`src/rtl/hne_pkg.sv`:
```
// shared types and constants for the heightmap normal engine
// no dependencies; used by every module under rtl/
package hne_pkg;

  // grid index width in the package types (room for up to 1024 per side)
  localparam int COORD_W  = 10;
  localparam int HEIGHT_W = 16;
  localparam int DIFF_W   = 17;
  localparam int Q14_W    = 15;

  localparam logic KIND_WRITE = 1'b0;
  localparam logic KIND_QUERY = 1'b1;

  // one classified word passed from the front end to the back end
  typedef struct packed {
    logic                kind;
    logic [COORD_W-1:0]  col;
    logic [COORD_W-1:0]  row;
    logic                has_l;
    logic                has_r;
    logic                has_a;
    logic                has_b;
    logic [HEIGHT_W-1:0] height;
  } hne_item_t;

endpackage

```
`src/rtl/hne_front.sv`:
```
// front end: clamps coordinates and marks which neighbors exist
// depends on hne_pkg
module hne_front #(
  parameter int GRID_SIZE = 128
) (
  input  logic              in_kind,
  input  logic [6:0]        in_column,
  input  logic [6:0]        in_row,
  input  logic signed [15:0] in_height_value,
  output hne_pkg::hne_item_t item
);

  logic [hne_pkg::COORD_W-1:0] col_c;
  logic [hne_pkg::COORD_W-1:0] row_c;

  always_comb begin
    col_c = (32'(in_column) >= GRID_SIZE) ? hne_pkg::COORD_W'(GRID_SIZE - 1)
                                          : hne_pkg::COORD_W'(in_column);
    row_c = (32'(in_row) >= GRID_SIZE) ? hne_pkg::COORD_W'(GRID_SIZE - 1)
                                       : hne_pkg::COORD_W'(in_row);
    item.kind   = in_kind;
    item.col    = col_c;
    item.row    = row_c;
    item.has_l  = (col_c != '0);
    item.has_r  = (col_c != hne_pkg::COORD_W'(GRID_SIZE - 1));
    item.has_a  = (row_c != '0);
    item.has_b  = (row_c != hne_pkg::COORD_W'(GRID_SIZE - 1));
    item.height = in_height_value;
  end

endmodule

```
`config.mk`:
```
export PLATFORM = sky130hd
export DESIGN_NAME = hne_front
export DESIGN_NICKNAME = d
export VERILOG_FILES = /design/src/rtl/hne_pkg.sv /design/src/rtl/hne_front.sv
export SDC_FILE = /design/constraint.sdc
export NUM_CORES = 1
export LEC_CHECK = 0
export BUFFER_PORTS_ARGS = -buffer_cell sky130_fd_sc_hd__buf_2
export CAP_MARGIN = 40
export CORE_MARGIN = 1
export CORE_UTILIZATION = 26
export DETAILED_ROUTE_END_ITERATION = 10
export PLACE_DENSITY = 0.9
export SLEW_MARGIN = 20
export SYNTH_ARGS = -nofsm -noshare
export SYNTH_HDL_FRONTEND = slang
export SYNTH_SLANG_ARGS = --single-unit
export TNS_END_PERCENT = 100
```
`constraint.sdc`:
```
create_clock -name vclk -period 0.8
set_input_delay 0.24 -clock vclk [all_inputs]
set_output_delay 0.24 -clock vclk [all_outputs]
set_load 0.03 [all_outputs]
```
# After elaboration in Yosys (flattened, before gate mapping)
# Cells that the tools add are included.
# classes
reduce_logical,2
n_shift,0
bitwise_logic,0
n_mux,0
div_mod_pow,0
mul,0
order_cmp,0
add_sub_neg,0
eq_ne,2
# op_table
operator,n
"7-bit != test, second input constant",2
7-bit nonzero test,2
# totals
rom_bits,0
output_inout_bits,41
ramBits,0
latchBits,0
ff_bits,0
word_cells,4
memories,0

# Logic depth before layout (Yosys ltp)
# Gate-level depths: netlist of run 1.
# depth
ltp_word,1
depth_mapped,2

# Worst setup path after synthesis of run 1
# Ideal clock, no wire load.
# synth_timing
path_kind,input -> output
startpoint,input port in_row[3]
endpoint,output port item[16] in the netlist's numbering
required_time_ps,560
path_slack_ps,-167
cell_stages,2
arrival_ps,727
n_path_buf,0
path_cell_list,and4_1 nand4_1
# synth_rtl
item,line_no,text
from (decl),hne_front.sv:8,"input logic [6:0] in_row,"
to (decl),hne_front.sv:10,output hne_pkg::hne_item_t item

==> results of run 1 <==
## timing repair
item | 4_1_cts | 5_1_grt
pin swaps | 6 | 3
endpoints found under the setup margin | 9 | 6
gates resized for setup | 34 | 3
## cells in the final DEF (no fill, tap or decap)
cell type and instances:
nand4_1 2, nor3_1 2, buf_8 5, buf_2 16
and4_1 2, nand2_2 2, conb_1 6, nor4_4 2
buf_6 13
## final timing paths
check                start  endpoint  slack (ns)  cells after the start
max              in_row[3]  item[17]       -0.25                      4
min    in_height_value[12]  item[12]        0.48                      0
## logic make-up (layout without fill, tap and decap cells)
family | count (synthesis) | count (layout) | share of synthesized area
buffers and inverters | 37 | 34 | 0.784
other | 1 | 6 | 0.0106
and+or+nand+nor | 10 | 10 | 0.205
## cell type report
class | count | area (sq um)
well taps | 14 | 17.5
fillers | 124 | 749
repair buffers | 34 | 302
multi-input cells | 16 | 118
## where the power goes
part           total (W)  internal (W)  switching [W]
Combinational   0.000286      0.000115       0.000171
Sequential             0             0              0
Clock                  0             0              0
Total           0.000286      0.000115       0.000171
## routing by layer
| metal | vias up | share of wire | GRT usage |
|---|---|---|---|
| li1 | 119 | - | - |
| met1 | 112 | 0.27 | 0.0541 |
| met2 | 27 | 0.54 | 0.150 |
| met3 | 4 | 0.16 | 0.00578 |
| met4 | 0 | 0.032 | 0.0259 |
| met5 | - | 0 | 0 |
## metrics by stage
stage | worst slack [ns] | cells
4_1_cts | -0.265 | 64
3_5_place_dp | -0.318 | 64
5_1_grt | -0.320 | 64
3_3_place_gp | -0.308 | 64
6_report | -0.254 | 64
2_1_floorplan | -0.145 | 53
==> out/results.txt, run 1 <==
Status -> complete, but fails checks
Failing checks -> negative setup slack
RSZ-0062 raised after global routing -> yes
Cell with the most instances after synthesis -> buf_4
Antenna viol nets, final -> 0
Vias -> 262
Critical path launch point type -> input pin
Sequential share of the synthesized area -> 0
Final period util -> 1.32
Hold Path Class -> input pin to output port
Worst IR drop on VDD -> 180 uV
Worst Path Required -> 0.56 ns
P&R area growth vs syn -> 23.3%
CP top delay family -> simple AND/OR/NAND/NOR gates
Final core utilization -> 0.368
Setup CP Type -> input pin to output port
Die W -> 38.9 microns
RePlAce Congestion -> 0.481
Post-Synthesis Cell Area -> 354 sq um
Fmax achieved -> 949 MHz
Slowest cell on crit path -> nor4_4
PnR worst setup slack -> -0.254 ns
DRT iter0 DRCs -> 0
Post-route minimum period -> 1.05 ns
Post-DP HPWL -> 488 microns
Slew Viols, Final -> 0
Worst Path Arrival -> 0.81 ns
Cell variety after synth -> 7
Reg area -> 0 sq um
Total power per unit cell area -> 655 mW/mm^2
Layout clock buffers -> 0
Total Die Area -> 0.00151 sq mm
Largest net degree at the start of global routing -> 4
Routed length per instance -> 9.63 microns
Initial antenna violation count -> 0
Synth warnings -> 0
Drt pass-1 iters -> 1
Finished Cell Area -> 437 sq um
Syn avg cell area -> 7.38 sq um
Layout cell share with drive strength beyond 1 -> 0.760
Die Y -> 38.9 microns
Final Hold Fails -> 0
Vias/cell -> 4.09
Critical-path cell list -> buf_8 -> nor4_4 -> nand2_2 -> buf_6
Row count -> 12
Area after DPL -> 310 sq um
CP max FO -> 3
# diodes -> 0
Max incr delay on CP -> 0.26 ns
Gr usage total -> 0.0663
Max cap viols -> 0
Ranking of synthesized cells by area -> buf_4 78%, nor4_2 7.1%, and4_1 4.9%, nand4_1 3.5%, nor3_1 2.8%
Input/output buffers -> 32
Postcts setup bufs -> 0
Worst Hold Slack -> 0.480 ns
Core region area -> 0.00119 sq mm
LEAKAGE -> 0.214 nW
Gate Count Post-Synth -> 48
Power, Total -> 0.000286 W
Sequential cells -> 0
Cts hold-fix bufs -> 0
Buf/Inv on CP -> 2
Synth top area share -> 0.784
CP Capture Type -> output port
I/O Pins -> 72
Routed WL -> 616 microns
Initial Util -> 0.299
Final nets -> 83
First-pass GRT wire length -> 738 microns
Vias in the first global route -> 208
DRC -> 0
Cell taking the most area after synthesis -> buf_4
Final setup violation count -> 6
Congestion Overflow GR -> 0
Final setup TNS -> -0.892 ns
Note: power is estimated with default switching activity, not from simulation.
==> inputs of run 2 (changes only) <==
==> constraint.sdc (replaced) <==
create_clock -name vclk -period 0.8
set_input_delay 0 -clock vclk [all_inputs]
set_output_delay 0 -clock vclk [all_outputs]
set_load 0.03 [all_outputs]
==> run 2 against run 1 <==
Against the previous run:
- the flow now finishes without violations
- hold slack worse by 0.48 ns
- core utilization is 14 points lower
- fmax is 69% higher
- sequential share of layout area stayed put
- worst setup slack better by 0.43 ns
- die area stayed put
- via count is 6.1% lower
- critical path depth stayed put
- combinational power is 26% lower
- non-clock buffer count is 2 lower
- clock-buffer cell count stayed put
- largest cell class unchanged
==> out/results.txt, run 2 (synthesis gave the netlist of run 1 again) <==
Status -> finished, final reports clean (was complete, but fails checks)
Share of power burned in the clock network -> 0 (about the same)
Postcts setup bufs -> 0 (unchanged)
Power, Total -> 0.000211 W (was 0.000286 W)
Sw Share -> 0.736 (was 0.597)
Die W -> 38.9 microns (unchanged)
Total power per unit cell area -> 773 mW/mm^2 (was 655 mW/mm^2)
Routed WL -> 500 microns (was 616 microns)
Resized cells post-CTS -> 0 (was 34)
CP max FO -> 3 (unchanged)
Worst Path Required -> 0.80 ns (was 0.56 ns)
Row count -> 12 (unchanged)
Layout cell share with drive strength beyond 1 -> 0.708 (was 0.760)
Worst Path Arrival -> 0.62 ns (was 0.81 ns)
DRC -> 0 (unchanged)
Final setup TNS -> 0 ns (was -0.892 ns)
CP Capture Type -> output port (unchanged)
Core region area -> 0.00119 sq mm (unchanged)
Final setup violation count -> 0 (was 6)
Hold Path Class -> input pin to output port (unchanged)
Input/output buffers -> 32 (unchanged)
First-pass GRT wire length -> 641 microns (was 738 microns)
Vias -> 246 (was 262)
Worst IR drop on VDD -> 134 uV (was 180 uV)
P&R area growth vs syn -> -23.0% (was 23.3%)
# diodes -> 0 (unchanged)
Post-route minimum period -> 0.625 ns (was 1.05 ns)
RSZ-0062 raised after global routing -> no (was yes)
Gr usage total -> 0.0556 (was 0.0663)
Cts hold-fix bufs -> 0 (unchanged)
Slew Viols, Final -> 0 (unchanged)
Total Die Area -> 0.00151 sq mm (unchanged)
Die Y -> 38.9 microns (unchanged)
Reg power frac -> 0 (about the same)
Final period util -> 0.781 (was 1.32)
Routed length per instance -> 8.06 microns (was 9.63 microns)
Comb power frac -> 1.000 (about the same)
Internal -> 0.0000557 W (was 0.000115 W)
Sw Pwr -> 0.000155 W (was 0.000171 W)
I/O Pins -> 72 (unchanged)
Setup CP Type -> input pin to output port (unchanged)
Vias in the first global route -> 178 (was 208)
Reg area -> 0 sq um (unchanged)
Final Hold Fails -> 0 (unchanged)
Congestion Overflow GR -> 0 (unchanged)
Largest net degree at the start of global routing -> 4 (unchanged)
Commonest non-fill, non-tap cells in the layout -> 32 x buf_2, 6 x conb_1 (was 16 x buf_2, 13 x buf_6, 6 x conb_1, 5 x buf_8)
Initial Util -> 0.299 (unchanged)
Most common cell after layout, fill and taps aside -> buf_2 (unchanged)
Drt pass-1 iters -> 1 (unchanged)
Critical path launch point type -> input pin (unchanged)
Max cap viols -> 0 (unchanged)
Final nets -> 81 (was 83)
Vias/cell -> 3.97 (was 4.09)
Antenna viol nets, final -> 0 (unchanged)
Layout clock buffers -> 0 (unchanged)
RePlAce Congestion -> 0.514 (was 0.481)
Fmax achieved -> 1600 MHz (was 949 MHz)
DRT iter0 DRCs -> 0 (unchanged)
LEAKAGE -> 0.150 nW (was 0.214 nW)
Initial antenna violation count -> 0 (unchanged)
Sequential cells -> 0 (unchanged)
==> run 2: per-layer routing <==
metal  global-route usage  vias up  share of wire
met3               0.0116        6           0.18
met4               0.0345        0          0.032
met5                    0        -              0
met2                0.129       26           0.51
met1               0.0338      100           0.27
li1                     -      114              -
==> run 2: final timing paths <==
kind	startpoint	endpoint	cells after the start
max	in_row[5]	item[17]	4
min	in_height_value[1]	item[1]	0
==> run 2: power by group through the flow <==
stage	clock network (W)	logic (W)	registers [W]
finish	0	0.000211	0
global route	0	0.000227	0
CTS	0	0.000212	0
detailed placement	0	0.000212	0
global placement	0	0.000209	0
floorplan	0	0.000360	0
==> run 2: through the flow <==
step                      std cells  utilization  hold slack [ns]  area (sq um)  setup slack (ns)
after floorplan                  53            -            0.132           373             0.313
after global placement           62        0.230         0.000205           273             0.175
after detailed placement         62        0.230         0.000205           273             0.167
after CTS                        62        0.230         0.000205           273             0.163
after global routing             62        0.230        0.0000470           273             0.125
final                            62        0.230        0.0000132           273             0.175
==> run 2: critical path, cell delays in order <==
cell and delay, ns:
buf_2 0.11, nor4_2 0.25, nand2_1 0.08, buf_2 0.18
==> run 2: area by class of cell <==
type               instances  area (sq um)
fillers                  146           913
well taps                 14          17.5
multi-input cells         16          95.1
repair buffers            32           160
