==> config.mk <==
export PLATFORM = sky130hd
export DESIGN_NAME = hne_queue
export DESIGN_NICKNAME = d
export VERILOG_FILES = /design/src/rtl/hne_pkg.sv /design/src/rtl/hne_queue.sv
export SDC_FILE = /design/constraint.sdc
export NUM_CORES = 1
export LEC_CHECK = 0
export BUFFER_PORTS_ARGS = -buffer_cell sky130_fd_sc_hd__buf_2
export CAP_MARGIN = 10
export CORE_AREA = 2 2 87 89
export CTS_BUF_LIST = sky130_fd_sc_hd__clkbuf_8
export DETAILED_ROUTE_END_ITERATION = 10
export DIE_AREA = 0 0 89 91
export GPL_TIMING_DRIVEN = 0
export PLACE_DENSITY = 0.66
export REMOVE_ABC_BUFFERS = 1
export SLEW_MARGIN = 5
export SYNTH_ARGS = -nofsm -noshare
export SYNTH_HDL_FRONTEND = slang
export SYNTH_SLANG_ARGS = --single-unit
==> constraint.sdc <==
create_clock -name clk -period 6.3 [get_ports clk]
set_input_delay 0.945 -clock clk [delete_from_list [all_inputs] [get_ports clk]]
set_output_delay 0.945 -clock clk [all_outputs]
set_load 0.01 [all_outputs]
==> src/rtl/hne_pkg.sv <==
// shared types and constants for the heightmap normal engine
// no dependencies; used by every module under rtl/
package hne_pkg;

  // grid index width in the package types (room for up to 1024 per side)
  localparam int COORD_W  = 10;
  localparam int HEIGHT_W = 16;
  localparam int DIFF_W   = 17;
  localparam int Q14_W    = 15;

  localparam logic KIND_WRITE = 1'b0;
  localparam logic KIND_QUERY = 1'b1;

  // one classified word passed from the front end to the back end
  typedef struct packed {
    logic                kind;
    logic [COORD_W-1:0]  col;
    logic [COORD_W-1:0]  row;
    logic                has_l;
    logic                has_r;
    logic                has_a;
    logic                has_b;
    logic [HEIGHT_W-1:0] height;
  } hne_item_t;

endpackage

==> src/rtl/hne_queue.sv <==
// two-entry queue between the front end and the back end
// depends on hne_pkg
module hne_queue (
  input  logic               clk,
  input  logic               rst_n,
  input  logic               push,
  input  hne_pkg::hne_item_t push_item,
  input  logic               pop,
  output hne_pkg::hne_item_t head_item,
  output logic               full,
  output logic               empty
);

  hne_pkg::hne_item_t slot_r [2];
  logic       wr_ptr_r;
  logic       rd_ptr_r;
  logic [1:0] count_r;

  assign head_item = slot_r[rd_ptr_r];
  assign full      = (count_r == 2'd2);
  assign empty     = (count_r == 2'd0);

  always_ff @(posedge clk) begin
    if (push) begin
      slot_r[wr_ptr_r] <= push_item;
    end
  end

  always_ff @(posedge clk) begin
    if (!rst_n) begin
      wr_ptr_r <= 1'b0;
      rd_ptr_r <= 1'b0;
      count_r  <= 2'd0;
    end else begin
      if (push) wr_ptr_r <= ~wr_ptr_r;
      if (pop)  rd_ptr_r <= ~rd_ptr_r;
      unique case ({push, pop})
        2'b10:   count_r <= count_r + 2'd1;
        2'b01:   count_r <= count_r - 2'd1;
        default: count_r <= count_r;
      endcase
    end
  end

endmodule

# Word level (Yosys, flattened, before mapping)
# Memory sizes are Yosys's and may differ from the RTL's. A register that Yosys moved wholly into a read port is not among the register bits.
# Cells that the tools add are included.
# classes
n_div	0
reduce_logical	2
n_eq_ne	3
shift	0
n_mux	5
mul	0
bitwise	2
addsub	2
order_cmp	0
# op_table
op	count
$eq 2x2->1 const B	2
$mux 1	4
$pmux 2 s2	1
$add 2x1->2 const B	1
$eq 2x1->1 const B	1
$logic_not 2->1	1
$not 1->1	2
$reduce_bool 2->1	1
$sub 2x1->2 const B	1
# totals
in_bits	45
output_inout_bits	43
ff_bits	4
rom_bits	0
latchBits	0
mem_count	1
ram_bits	82
# memory_table
memory	depth	width	read_ports	rd_clocked_by_memory_dff	write_ports	line	rtl
slot_r	2	41	1	1	1	hne_queue.sv:14	hne_pkg::hne_item_t slot_r [2];

# Depth between registers and ports, before layout
# Gate-level depths: netlist (run 1).
# depth
ltp_word	3
depth_mapped	5

# Worst setup path after synthesis (run 1)
# OpenSTA, ideal clock, no wires.
# synth_path
path_kind	input to register
from	input port push
to	memory slot_r[0][0] (netlist bit), enable pin
setup_slack_ns	3.102
arrival_time_ns	2.757
path_buffers	0
path_stages	2
cell_sequence	inv_1 nor2_1
# synth_via
elab_chain_len	2
# synth_rtl
element	line	rtl
from (decl)	hne_queue.sv:6	input logic push,
$mux 1	hne_queue.sv:24	if (push) begin
$mux 1 (not written as such)	hne_queue.sv:25	slot_r[wr_ptr_r] <= push_item;
to (decl)	hne_queue.sv:14	
# Every way passes these cells.

==> out/metrics.cfg, run 1 <==
[detailed_routing]
drtPass1Iterations = 4
wirelength_um = 5317
drc = 0
ant_nets = 0
wl_per_cell_um = 15.19
viasPerCell = 4.691
vias = 1642
drt-initial-drc-count = 84

[synthesis]
ys_ff_latch = 87
syn_area_per_cell_um2 = 21.10
syn_inst = 150
mappedNetlistArea_um2 = 3164
yosysUniqueCellTypes = 17
ys_seq_area_share_pct = 80.98
ys_warn_count = 0

[clocking]
clk_pin_slew_ns = 0.08
cts-resized-gates = 0
cts_hold_buf = 0
cts_max_level = 3
cts_tree = built
post_cts.repair.setup_buffers = 0
cts_buffers = 9
cts.path.max_buffers = 2
root_buffer = clkbuf_8
clk_latency_ns = 0.35
clock-sinks = 87

[sta]
finalWorstSetupSlack_ns = 3.673
hold_viol_final = 0
clock_skew_ns = 0.009246
min_period_over_period_pct = 41.71
min_period_ns = 2.627
tightest_slew_ns = 0.5717
slew_headroom_pct = 61.80
fmax_ghz = 0.3806
maxSlewViolCount = 0
tns_ns = 0
rsz0062_at_grt = false
finalSetupViolCount = 0
hold-worst-slack_ns = 0.5322

[power]
clkPwrFrac_pct = 29.5
switching_share_pct = 23.58
p_leak_nw = 1.468
intPower_mw = 0.8762
p_sw_mw = 0.2704
pwr_density_cell_nw_per_um2 = 290.9
pwr-share-comb_pct = 11.4
seqPwrFrac_pct = 59.1
vdd_drop_max_v = 0.0001769

[global_route]
grt_pass1_vias = 1649
grt_max_degree = 29
track_usage_pct = 13.62
grt_pass1_wl_um = 8086
gr-total-overflow = 0
antenna_found_initial = 0

[finish]
mostFrequentLayoutCells = buf_2, edfxtp_1, mux2_2, clkbuf_8, dfxtp_1
fin_cells = 350
mostFrequentLayoutCell = buf_2
drive_gt1_share_pct = 59.36
diodes = 0
area_growth_syn_to_layout_pct = 24.56
nets = 292
fill_cells = 634

[floorplan]
die_h_um = 91
die_area_um2 = 8099
ios = 88
die_w_um = 89
coreArea_um2 = 7137
rows = 31
start_util_pct = 44.34

[critical_path]
path_max_fanout = 28
r2r_cells = 2
r2r-start = wr_ptr_r$_SDFFE_PN0P_
startpoint_type = register
reg2reg_slack_ns = 4.89
worstSetupEndpointType = output port
crit_required_ns = 5.35
critPathArrivalTime_ns = 1.68
critPathKind = reg -> out
crit_path_end = head_item[8]
r2r_end = slot_r[1][24]$_DFFE_PP_

[placement]
pre_cts_ws_ns = 4.009
gp_congestion = 0.6930
hpwl_um = 3473
io_buffers = 87
place_inst = 334

[worst_hold_path]
hold_path.class = reg -> reg

[run]
drv_cap = 0

[outcome]
outcome = finished clean

worst min path at each step:
| stage | startpoint | slack [ns] | cells after the start | endpoint |
|---|---|---|---|---|
| 2_1_floorplan | count_r[1]$_SDFFE_PN0P_ | 0.47 | 2 | count_r[1]$_SDFFE_PN0P_ |
| 3_3_place_gp | count_r[1]$_SDFFE_PN0P_ | 0.48 | 2 | count_r[1]$_SDFFE_PN0P_ |
| 3_5_place_dp | count_r[1]$_SDFFE_PN0P_ | 0.50 | 2 | count_r[1]$_SDFFE_PN0P_ |
| 4_1_cts | count_r[1]$_SDFFE_PN0P_ | 0.51 | 2 | count_r[1]$_SDFFE_PN0P_ |
| 5_1_grt | count_r[1]$_SDFFE_PN0P_ | 0.54 | 2 | count_r[1]$_SDFFE_PN0P_ |
| 6_report | count_r[1]$_SDFFE_PN0P_ | 0.53 | 2 | count_r[1]$_SDFFE_PN0P_ |
state kept, by name (all words and copies together) (netlist names), named ones only:
register,cells
count_r,2
wr_ptr_r,1
slot_r,82
rd_ptr_r,1
cells by family (layout without fill, tap and decap cells):
kind of cell	Yosys count	after routing	share of synthesized area [%]
buffers and inverters	6	107	0.8697
adder cells (fa/ha/maj)	1	1	0.3954
AO/OA/AOI/OAI	3	3	0.6327
XOR/XNOR	3	3	0.8305
AND/OR/NAND/NOR	9	9	1.701
multiplexers	41	41	14.59
flip-flops	87	87	80.98
Yosys cell counts:
cell type,n,area (um2)
buf_2,4,20.02
nor2b_1,1,6.260
a21boi_1,1,7.510
mux2_2,41,461.7
o21a_1,1,7.510
and2b_2,1,8.760
and2_1,4,25.02
dfxtp_1,5,100.1
inv_1,1,3.750
or3_1,1,6.260
xor2_1,1,8.760
edfxtp_1,82,2462
clkbuf_1,1,3.750
xnor2_1,2,17.52
ha_1,1,12.51
o21ai_0,1,5.000
nor2_1,2,7.510
metal layers:
| layer | wire [um] | global-route usage, % | vias to the layer above | part of all wire [%] |
|---|---|---|---|---|
| met5 | 0 | 0 | - | 0 |
| met4 | 102 | 5.597 | 0 | 1.9 |
| met3 | 349 | 4.091 | 10 | 6.6 |
| met2 | 2673 | 21.70 | 53 | 50 |
| met1 | 2190 | 17.24 | 805 | 41 |
| li1 | - | - | 774 | - |
critical path, cell delays in order (launching register included):
cell     delay, ns
dfxtp_2       0.57
buf_12        0.25
mux2_2        0.36
buf_2         0.15
power by group through the flow:
stage | sequential [mW] | clock [mW] | combinational [mW]
6_report | 0.677 | 0.339 | 0.131
3_5_place_dp | 0.691 | 0 | 0.133
3_3_place_gp | 0.699 | 0 | 0.118
5_1_grt | 0.681 | 0.373 | 0.143
2_1_floorplan | 0.693 | 0 | 0.0680
4_1_cts | 0.678 | 0.352 | 0.133
through the flow:
step	total power, mW	cell area [um2]	util, %
6_report	1.147	3941	55.22
5_1_grt	1.198	3941	55.22
4_1_cts	1.164	3941	55.22
3_5_place_dp	0.8240	3770	52.82
3_3_place_gp	0.8171	3700	51.84
2_1_floorplan	0.7606	3141	-
cell type report:
class                           count  area [um2]  area share, %
Clock inverter                      7       47.55          1.206
Multi-Input combinational cell     57       583.1          14.79
Timing Repair Buffer               90       495.5          12.57
Clock buffer                        9       123.9          3.143
Tap cell                           99       123.9          3.143
Inverter                            1       3.754        0.09524
Sequential cell                    87        2564          65.05
No activity file was read; power rests on OpenSTA's default activity.
==> inputs of run 2 (changes only) <==
--- a/config.mk
+++ b/config.mk
@@ -12,7 +12,7 @@
 export DETAILED_ROUTE_END_ITERATION = 10
 export DIE_AREA = 0 0 89 91
 export GPL_TIMING_DRIVEN = 0
-export PLACE_DENSITY = 0.66
+export PLACE_DENSITY = 0.69
 export REMOVE_ABC_BUFFERS = 1
 export SLEW_MARGIN = 5
 export SYNTH_ARGS = -nofsm -noshare
==> constraint.sdc (replaced) <==
create_clock -name clk -period 2.27 [get_ports clk]
set_input_delay 0.3405 -clock clk [delete_from_list [all_inputs] [get_ports clk]]
set_output_delay 0.3405 -clock clk [all_outputs]
set_load 0.01 [all_outputs]
==> run 2 against run 1 <==
  * First-iteration DRC count fell by 25%
  * Wire length rose by 0.56%
  * Non-clock buffer count did not move
  * Power rose to 2.7 times the previous value
  * Die area did not move
  * Highest routed layer unchanged
==> out/metrics.cfg, run 2 (same netlist as run 1, synthesis figures left out) <==
[outcome]
outcome = finished clean

[floorplan]
die_h_um = 91
start_util_pct = 44.34
coreArea_um2 = 7137
rows = 31
die_w_um = 89
die_area_um2 = 8099
ios = 88

[critical_path]
r2r_cells = 2
path_max_fanout = 27
reg2reg_slack_ns = 0.84
r2r_end = slot_r[1][36]$_DFFE_PP_
critPathArrivalTime_ns = 1.67
critPathKind = reg -> out
worstSetupEndpointType = output port
crit_required_ns = 1.93
r2r-start = wr_ptr_r$_SDFFE_PN0P_
startpoint_type = register

[power]
p_leak_nw = 1.475
power.total_mw = 3.143
vdd_drop_max_v = 0.0003817
pwr_density_cell_nw_per_um2 = 799.2

[finish]
fin_area_um2 = 3933
mostFrequentLayoutCells = buf_2, edfxtp_1, mux2_2, clkbuf_8, dfxtp_1
regMostFlops = slot_r
fill_cells = 586
area_growth_syn_to_layout_pct = 24.28
diodes = 0
mostFrequentLayoutCell = buf_2
largest_reg_flops = 82
largestRegisters = slot_r x82, count_r x2
final_util_pct = 55.10
drive_gt1_share_pct = 59.36
nets = 292

[placement]
place_area_um2 = 3770
gp_congestion = 0.6669
pre_cts_ws_ns = 0.5931
hpwl_um = 3546
io_buffers = 87

[detailed_routing]
drc = 0
drt-initial-drc-count = 63
vias = 1641
ant_nets = 0
wl_per_cell_um = 15.28
viasPerCell = 4.689
wirelength_um = 5347
drtPass1Iterations = 4

[global_route]
track_usage_pct = 13.39
grt_pass1_vias = 1703
grt_max_degree = 28
gr-total-overflow = 0
grt_pass1_wl_um = 7907
antenna_found_initial = 0

[sta]
hold_viol_final = 0
slew_headroom_pct = 60.20
maxSlewViolCount = 0
finalWorstSetupSlack_ns = 0.2620
fmax_ghz = 0.4980
min_period_over_period_pct = 88.46
hold-worst-slack_ns = 0.1832
clock_skew_ns = 0.01009
finalSetupViolCount = 0
min_period_ns = 2.008
tightest_slew_ns = 0.5957
rsz0062_at_grt = false

[clocking]
clk_latency_ns = 0.34
cts_max_level = 3
cts_buffers = 9
cts_tree = built
root_buffer = clkbuf_8
cts-resized-gates = 0
post_cts.repair.setup_buffers = 0
clock-sinks = 87
cts_hold_buf = 0
cts.path.max_buffers = 2
clk_pin_slew_ns = 0.08

[worst_hold_path]
hold_depth = 1
hp-start = push_item[39]
hold_end = slot_r[1][39]$_DFFE_PP_
hold_path.class = in -> reg

[run]
drv_cap = 0

[run 2: cell count changes in the layout (fill, tap and decap cells not counted), sizes merged]
cell and delta:
clkinv +3, clkinvlp -2, inv -1
[run 2: layout make-up]
| cell class | instances | area, um2 | area share, % |
|---|---|---|---|
| Clock inverter | 7 | 38.79 | 0.9863 |
| Tap cell | 99 | 123.9 | 3.150 |
| Clock buffer | 9 | 123.9 | 3.150 |
| Sequential cell | 87 | 2564 | 65.19 |
| Inverter | 1 | 3.754 | 0.09545 |
| Multi-Input combinational cell | 57 | 583.1 | 14.83 |
| Timing Repair Buffer | 90 | 495.5 | 12.60 |
[run 2: worst max-delay path: stages (launching register included)]
cell and delay [ns]:
dfxtp_2 0.57, buf_12 0.25, mux2_2 0.36, buf_2 0.14
[run 2: report_power, final]
group | leakage, nW | switching, mW | internal (mW)
Combinational | 0.576 | 0.178 | 0.187
Clock | 0.0880 | 0.509 | 0.388
Sequential | 0.811 | 0.0337 | 1.85
[run 2: metal layers]
layer	vias to the layer above	wire length, um	track usage (%)
li1	773	-	-
met1	812	2269	15.52
met2	50	2661	22.20
met3	6	356	5.182
met4	0	60	5.100
met5	-	0	0
[run 2: how the worst max path moves through the flow]
stage,startpoint,to,slack [ns],depth (start not counted)
detailed placement,register,head_item[31],0.59,3
global route,register,head_item[35],0.16,3
floorplan,push,slot_r[0][0]$_DFFE_PP_,-0.32,2
global placement,push,slot_r[0][19]$_DFFE_PP_,-1.56,3
finish,register,head_item[11],0.26,3
CTS,register,head_item[9],0.21,3
[run 2: metrics by stage]
stage / cells / TNS [ns]
3_3_place_gp: 331 / -87.08
6_report: 350 / 0
5_1_grt: 350 / 0
3_5_place_dp: 334 / 0
2_1_floorplan: 145 / -13.51
4_1_cts: 350 / 0
