**config.mk**
```make
export PLATFORM = sky130hd
export DESIGN_NAME = hne_solve
export DESIGN_NICKNAME = d
export VERILOG_FILES = /design/src/rtl/hne_pkg.sv /design/src/rtl/hne_solve.sv
export SDC_FILE = /design/constraint.sdc
export NUM_CORES = 2
export LEC_CHECK = 0
export BUFFER_PORTS_ARGS = -buffer_cell sky130_fd_sc_hd__buf_4
export CELL_PAD_IN_SITES_DETAIL_PLACEMENT = 1
export CELL_PAD_IN_SITES_GLOBAL_PLACEMENT = 1
export CORE_MARGIN = 8
export CORE_UTILIZATION = 52
export DETAILED_ROUTE_END_ITERATION = 8
export GPL_TIMING_DRIVEN = 0
export PLACE_DENSITY_LB_ADDON = 0.12
export SYNTH_ARGS = -nofsm -noshare
export SYNTH_HDL_FRONTEND = slang
export SYNTH_SLANG_ARGS = --single-unit
```
**constraint.sdc**
```tcl
create_clock -name clk -period 7.55 [get_ports clk]
set_input_delay 1.1325 -clock clk [delete_from_list [all_inputs] [get_ports clk]]
set_output_delay 1.1325 -clock clk [all_outputs]
set_load 0.05 [all_outputs]
```
**src/rtl/hne_pkg.sv**
```systemverilog
// shared types and constants for the heightmap normal engine
// no dependencies; used by every module under rtl/
package hne_pkg;

  // grid index width in the package types (room for up to 1024 per side)
  localparam int COORD_W  = 10;
  localparam int HEIGHT_W = 16;
  localparam int DIFF_W   = 17;
  localparam int Q14_W    = 15;

  localparam logic KIND_WRITE = 1'b0;
  localparam logic KIND_QUERY = 1'b1;

  // one classified word passed from the front end to the back end
  typedef struct packed {
    logic                kind;
    logic [COORD_W-1:0]  col;
    logic [COORD_W-1:0]  row;
    logic                has_l;
    logic                has_r;
    logic                has_a;
    logic                has_b;
    logic [HEIGHT_W-1:0] height;
  } hne_item_t;

endpackage

```
**src/rtl/hne_solve.sv**
```systemverilog
// back end, part two: bit-serial divider and square root shared by
// the three normal components; depends on hne_pkg
module hne_solve (
  input  logic clk,
  input  logic rst_n,
  input  logic go,
  input  logic signed [hne_pkg::DIFF_W-1:0] dx,
  input  logic signed [hne_pkg::DIFF_W-1:0] dy,
  output logic ready,
  output logic out_valid,
  output logic signed [15:0] out_normal_x,
  output logic [14:0]        out_normal_y,
  output logic signed [15:0] out_normal_z
);

  localparam logic [2:0] ST_IDLE = 3'd0;
  localparam logic [2:0] ST_SQ   = 3'd1;
  localparam logic [2:0] ST_SUM  = 3'd2;
  localparam logic [2:0] ST_DIV  = 3'd3;
  localparam logic [2:0] ST_SQRT = 3'd4;
  localparam logic [2:0] ST_NEXT = 3'd5;

  localparam logic [1:0] COMP_X = 2'd0;
  localparam logic [1:0] COMP_Y = 2'd1;
  localparam logic [1:0] COMP_Z = 2'd2;

  localparam logic [34:0] UP_SQ = 35'd1 << 26;

  logic [2:0]  state_r;
  logic [1:0]  comp_r;
  logic [4:0]  cnt_r;
  logic signed [hne_pkg::DIFF_W-1:0] dx_r, dy_r;
  logic [15:0] adx_r, ady_r;
  logic [31:0] sx_r, sy_r;
  logic [33:0] s_r;
  logic [34:0] rem_r;
  logic [30:0] quo_r;
  logic [31:0] f_r;
  logic [19:0] srem_r;
  logic [15:0] root_r;
  logic        out_valid_r;
  logic signed [15:0] nx_r, nz_r;
  logic [14:0] ny_r;

  logic [hne_pkg::DIFF_W-1:0] dx_abs, dy_abs;
  logic [34:0] div_t;
  logic        div_ge;
  logic [30:0] quo_nxt;
  logic [19:0] sq_sh, sq_trial;
  logic [14:0] q;
  logic [34:0] a2_next;

  assign dx_abs = dx[hne_pkg::DIFF_W-1] ? -dx : dx;
  assign dy_abs = dy[hne_pkg::DIFF_W-1] ? -dy : dy;

  // first quotient bit compares a^2 itself; later bits shift in zeros
  assign div_t   = (cnt_r == 5'd0) ? rem_r : {rem_r[33:0], 1'b0};
  assign div_ge  = (div_t >= {1'b0, s_r});
  assign quo_nxt = {quo_r[29:0], div_ge};

  assign sq_sh    = {srem_r[17:0], f_r[31:30]};
  assign sq_trial = {2'b00, root_r, 2'b01};

  // nearest rounding: largest q with 2q-1 <= isqrt(floor(2^30 a^2 / s))
  assign q = 15'((17'(root_r) + 17'd1) >> 1);

  always_comb begin
    unique case (comp_r)
      COMP_X:  a2_next = UP_SQ;
      default: a2_next = 35'(sy_r);
    endcase
  end

  assign ready        = (state_r == ST_IDLE);
  assign out_valid    = out_valid_r;
  assign out_normal_x = nx_r;
  assign out_normal_y = ny_r;
  assign out_normal_z = nz_r;

  always_ff @(posedge clk) begin
    unique case (state_r)
      ST_IDLE: begin
        dx_r  <= dx;
        dy_r  <= dy;
        adx_r <= dx_abs[15:0];
        ady_r <= dy_abs[15:0];
      end
      ST_SQ: begin
        sx_r <= adx_r * adx_r;
        sy_r <= ady_r * ady_r;
      end
      ST_SUM: begin
        s_r   <= 34'(sx_r) + 34'(sy_r) + UP_SQ[33:0];
        rem_r <= 35'(sx_r);
      end
      ST_DIV: begin
        rem_r <= div_ge ? (div_t - {1'b0, s_r}) : div_t;
        quo_r <= quo_nxt;
        if (cnt_r == 5'd30) begin
          f_r    <= {1'b0, quo_nxt};
          srem_r <= '0;
          root_r <= '0;
        end
      end
      ST_SQRT: begin
        f_r <= {f_r[29:0], 2'b00};
        if (sq_sh >= sq_trial) begin
          srem_r <= sq_sh - sq_trial;
          root_r <= {root_r[14:0], 1'b1};
        end else begin
          srem_r <= sq_sh;
          root_r <= {root_r[14:0], 1'b0};
        end
      end
      ST_NEXT: begin
        rem_r <= a2_next;
        unique case (comp_r)
          COMP_X: nx_r <= (!dx_r[hne_pkg::DIFF_W-1] && dx_r != '0) ? -16'(q) : 16'(q);
          COMP_Y: ny_r <= q;
          default: nz_r <= (!dy_r[hne_pkg::DIFF_W-1] && dy_r != '0) ? -16'(q) : 16'(q);
        endcase
      end
      default: rem_r <= rem_r;
    endcase
  end

  always_ff @(posedge clk) begin
    if (!rst_n) begin
      state_r     <= ST_IDLE;
      comp_r      <= COMP_X;
      cnt_r       <= 5'd0;
      out_valid_r <= 1'b0;
    end else begin
      out_valid_r <= 1'b0;
      unique case (state_r)
        ST_IDLE: if (go) state_r <= ST_SQ;
        ST_SQ:   state_r <= ST_SUM;
        ST_SUM: begin
          comp_r  <= COMP_X;
          cnt_r   <= 5'd0;
          state_r <= ST_DIV;
        end
        ST_DIV: begin
          if (cnt_r == 5'd30) begin
            cnt_r   <= 5'd0;
            state_r <= ST_SQRT;
          end else begin
            cnt_r <= cnt_r + 5'd1;
          end
        end
        ST_SQRT: begin
          if (cnt_r == 5'd15) begin
            cnt_r   <= 5'd0;
            state_r <= ST_NEXT;
          end else begin
            cnt_r <= cnt_r + 5'd1;
          end
        end
        ST_NEXT: begin
          if (comp_r == COMP_Z) begin
            out_valid_r <= 1'b1;
            state_r     <= ST_IDLE;
          end else begin
            comp_r  <= comp_r + 2'd1;
            state_r <= ST_DIV;
          end
        end
        default: state_r <= ST_IDLE;
      endcase
    end
  end

endmodule

```
**Word-level counts from Yosys, hierarchy flattened**

Index checks and enable logic that the tools add are counted.

- Equality and inequality tests: 13
- Reduce and logical (&&, ||, !) cells: 21
- Bitwise operators: 1
- $mul: 2
- Add/subtract/negate cells: 10
- Order comparisons: 2
- Multiplexer cells: 27

Operator list:

| cell | count |
|---|---|
| 35-bit one-hot mux with 3 select lines | 1 |
| 35-bit two-way mux | 2 |
| 16-bit by 16-bit multiplier with 32-bit output | 2 |
| 32-bit two-way mux | 2 |
| 32-bit one-hot mux with 2 select lines | 1 |
| 16-bit two-way mux | 3 |
| 18-bit two-way mux | 2 |
| 18-bit one-hot mux with 2 select lines | 1 |
| 35-bit by 34-bit greater-or-equal comparator with 1-bit output | 1 |
| 35-bit by 34-bit subtractor with 35-bit output | 1 |
| 33-bit by 27-bit adder with 34-bit output (second input constant) | 1 |
| 17-bit nonzero test | 2 |
| 32-bit by 32-bit adder with 33-bit output | 1 |
| 16-bit negation | 2 |
| 16-bit one-hot mux with 2 select lines | 1 |
| 15-bit two-way mux | 2 |
| 20-bit by 18-bit greater-or-equal comparator with 1-bit output | 1 |
| 3-bit one-hot mux with 6 select lines | 1 |
| 18-bit subtractor | 1 |
| 16-bit by 1-bit adder with 16-bit output (second input constant) | 1 |
| 15-bit negation with 16-bit output | 1 |
| 5-bit one-hot mux with 3 select lines | 1 |
| 2-bit AND reduction | 6 |
| 5-bit two-way mux | 2 |
| other kinds (24) | 37 |

- Output and inout bits: 49
- Word-level logic and storage cells: 97
- Input bits: 37
- Flip-flop bits (word level): 353

**Longest topological paths before layout**

- Depth in word-level cells: 5
- Mapped depth: 25
- Depth with buffers taken out: 24

**Worst setup path after synthesis**

OpenSTA, ideal clock, no wires.

- Path kind: register to output
- Start: reg state_r[0]
- End: out ready
- Path buffers: 1
- Data arrival time: 5.879 ns
- Data required time: 6.418 ns
- Stages on the path, launching flop included: 3
- Path slack: 0.538 ns
- Cells stage by stage: dfxtp_1 > clkbuf_1 > nor3_1

- Word-level cells in the longest chain between the ends: 1

Ends and longest elaborated chain:

| element | RTL line | text |
|---|---|---|
| from (decl) | hne_solve.sv:29 | `logic [2:0] state_r;` |
| from (signal assigned) | hne_solve.sv:129 | `state_r <= ST_IDLE;` |
| from (signal assigned) | hne_solve.sv:136 | `ST_IDLE: if (go) state_r <= ST_SQ;` |
| from (signal assigned) | hne_solve.sv:137 | `ST_SQ: state_r <= ST_SUM;` |
| 3-bit zero test | hne_solve.sv:74 | `assign ready = (state_r == ST_IDLE);` |
| to (decl) | hne_solve.sv:9 | `output logic ready,` |

No other way between the ends.

**Final worst setup path**

- Start: reg adx_r[8]
- End: reg sx_r[31], data pin

- Word-level cells in the longest chain between the ends: 1

Ends and longest elaborated chain:

| element | RTL line | text |
|---|---|---|
| from (decl) | hne_solve.sv:33 | `logic [15:0] adx_r, ady_r;` |
| from (signal assigned) | hne_solve.sv:85 | `adx_r <= dx_abs[15:0];` |
| 16-bit by 16-bit multiplier with 32-bit output | hne_solve.sv:89 | `sx_r <= adx_r * adx_r;` |
| to (signal assigned) | hne_solve.sv:89 |  |
| to (decl) | hne_solve.sv:34 | `logic [31:0] sx_r, sy_r;` |

No other way between the ends.
A chain may end at the register's enable or synchronous reset.

==> flow_summary.json <==
{
  "outcome": "finished, final reports clean",
  "io-pin-count": 86,
  "maxSlewHeadroom_pct": 13.9,
  "fmax_ghz": 0.137,
  "clk_transition_reported_paths_ns": 0.06,
  "cp_data_arrival_time_ns": 7.71,
  "seq_area_frac_synth_pct": 31.0,
  "synth_top_flop_cell": "edfxtp_1",
  "cts.path.max_buffers": 3,
  "crit_path_max_fanout": 10,
  "synth_edf_count": 338,
  "portBuffers": 85,
  "instances_no_fill": 4309,
  "first_global_vias": 27000,
  "antenna_left": 0,
  "syn_area_um2": 33400,
  "area_growth_pct": 9.96,
  "crit_chain": "clkbuf_1, nand2_1, fa_1, inv_1, fa_1, inv_1, fa_1, inv_1, fa_1, fa_1, inv_1, fa_1, inv_1, ha_1, o21a_1, o21a_1, o21ai_0, a211oi_1, o31a_1, a21o_1, a221o_1, a21o_1, xnor2_1",
  "syn_area_per_cell_um2": 10.2,
  "setup_viol": 0,
  "post-dp-hpwl_um": 73400,
  "post-place-cells": 4235,
  "post-route-period-util_pct": 97.0,
  "rows": 93,
  "finalMaxSlewViolations": 0,
  "fin_ws_ns": 0.228,
  "async_reset_ff_share_pct": 0,
  "synth_cells": 3281,
  "numClockSinks": 349,
  "hold_viol_final": 0,
  "h-tree-depth": 2,
  "initial_core_util_pct": 52.2,
  "skew_ns": 0.0341,
  "cts_tree": "done",
  "cp_slowest_cell": "clkbuf_1",
  "fillCellCount": 7087,
  "grt.overflow.total": 0,
  "drc": 0,
  "dpl_cell_area_um2": 35400,
  "ys_ff_latch": 349,
  "dp_slack_ns": -0.110,
  "cp-end-kind": "flop",
  "max_cap_violations": 0,
  "fin_area_um2": 36800,
  "synth_top_area_share_pct": 30.4,
  "holdBufCountCts": 0,
  "vias_per_cell": 5.63,
  "grt_max_degree": 37,
  "tightestPinTransition_ns": 1.27,
  "cts_root_buf": "clkbuf_16",
  "ys_top_cells_by_area": "edfxtp_1 (30%), fa_1 (20%), ha_1 (12%), inv_1 (6.6%), xnor2_1 (4.0%)",
  "wl_per_cell_um": 21.0,
  "fin_crit_ns": 7.32,
  "grt_pass1_wl_um": 145000,
  "synth_cell_type_count": 87,
  "antenna_found_initial": 1,
  "cp-start-kind": "flop",
  "grt_use_total_pct": 24.5,
  "syn-num-nets": 3972,
  "required_ns": 7.94,
  "clkLatencyLatePin_ns": 0.60,
  "path_class": "reg -> reg",
  "crit_path_max_incr_delay_ns": 0.57,
  "cpMostUsedCell": "fa_1",
  "cts_inserted_buffers": 42,
  "die_area_um2": 72600,
  "dr.first_iter.drc_count": 1284,
  "die_h_um": 270,
  "core_um2": 64000,
  "globalplace.congestion": 0.892,
  "die_w_um": 270,
  "yosys_warnings": 0,
  "yosys.area.top_type": "edfxtp_1",
  "worstHoldPathType": "reg -> reg",
  "wirelength_um": 90500,
  "drive_gt1_share_pct": 7.94,
  "nNetsFinal": 4112,
  "first_pass_iters": 6,
  "vias": 24300
}
==> routing by layer <==
metal | up-vias | GRT usage, % | share of wire (%) | wire length, um
met3 | 137 | 2.85 | 3.7 | 3370
met4 | 0 | 6.95 | 2.9 | 2620
li1 | 11200 | - | - | -
met5 | - | 0 | 0 | 0
met1 | 12400 | 30.9 | 43 | 38900
met2 | 504 | 44.2 | 50 | 45600
==> stage by stage <==
step | utilization [%] | TNS (ns) | hold WS (ns)
2_1_floorplan | - | 0 | 0.417
3_3_place_gp | 54.9 | -97.08 | 0.422
3_5_place_dp | 55.2 | -0.110 | 0.436
4_1_cts | 57.4 | 0 | 0.450
5_1_grt | 57.4 | -0.109 | 0.467
6_report | 57.4 | 0 | 0.450
==> area by class of cell <==
class                      count  area (um^2)  area share, %
inverter                     586         2200           5.99
clock inverter                30          309          0.841
multi-input combinational   2256        20500           55.9
antenna                        1         2.50        0.00681
tap                          855         1070           2.91
buffer                        87          368           1.00
sequential                   349        10400           28.2
clock buffer                  46         1070           2.90
timing repair buffer          99          837           2.28
==> what timing repair did <==
item | 4_1_cts | 5_1_grt
buffers inserted | 0 | 0
setup endpoints to repair | 2 | 14
resized for setup | 1 | 30
==> worst paths after layout <==
path                             endpoint  slack [ns]  depth (start not counted)  startpoint
worst min-delay path            quo_r[13]        0.45                          0   quo_r[12]
worst max-delay path             sx_r[31]        0.23                         23    adx_r[8]
worst min register to register  quo_r[13]        0.45                          0   quo_r[12]
worst max register to register   sx_r[31]        0.23                         23    adx_r[8]
==> cell usage after synthesis (all sizes together) (44+ instances only) <==
| library cell | n |
|---|---|
| clkbuf | 77 |
| a21oi | 115 |
| o21ai | 110 |
| edfxtp | 338 |
| nand3 | 44 |
| xnor2 | 155 |
| nor2 | 155 |
| fa | 327 |
| xor2 | 47 |
| nand2 | 346 |
| inv | 585 |
| ha | 327 |
| a21o | 56 |
| and2 | 98 |
==> logic make-up after synthesis <==
logic type	count (synthesis)	share of synthesized area [%]
AO/OA/AOI/OAI	500	10.2
XOR/XNOR	202	5.34
adder cells (fa/ha/maj)	654	31.8
buffers and inverters	676	7.65
flip-flops	349	31.0
multiplexers	67	2.14
other	1	0.0112
AND/OR/NAND/NOR	832	11.8
==> registers in the layout, summed over array words and instances (netlist names), 17 cells and up <==
signal	count
sy_r	31
dy_r	17
s_r	34
f_r	32
sx_r	31
quo_r	30
dx_r	17
rem_r	35
srem_r	18
==> critical path, delay by kind of cell (launching register included) <==
family / cells / cell delay, ns
flip-flops: 1 / 0.47
XOR/XNOR: 1 / 0.25
AND/OR/NAND/NOR: 1 / 0.19
buffers and inverters: 6 / 0.84
adder cells (fa/ha/maj): 7 / 3.45
AO/OA/AOI/OAI: 8 / 1.90
==> cell usage in the layout, fill, tap and decap left out, types with 29 or more instances in the layout <==
cell type	Yosys	final
a21oi_1	113	112
nand3_1	42	42
xnor2_1	153	153
buf_4	3	88
ha_1	327	327
and2_1	98	98
mux2_2	36	36
a211oi_1	29	29
nor2_1	154	154
o21ai_1	43	43
o21ai_0	67	66
xor2_1	47	47
nand2_1	345	344
edfxtp_1	338	338
clkbuf_16	0	42
a21o_1	56	56
inv_1	585	585
fa_1	327	327
nor3_1	38	36
mux2i_1	31	31
clkbuf_1	77	65
Power is not shown: default switching activity piles up to over one toggle a cycle in this logic, so the estimate is an artifact.
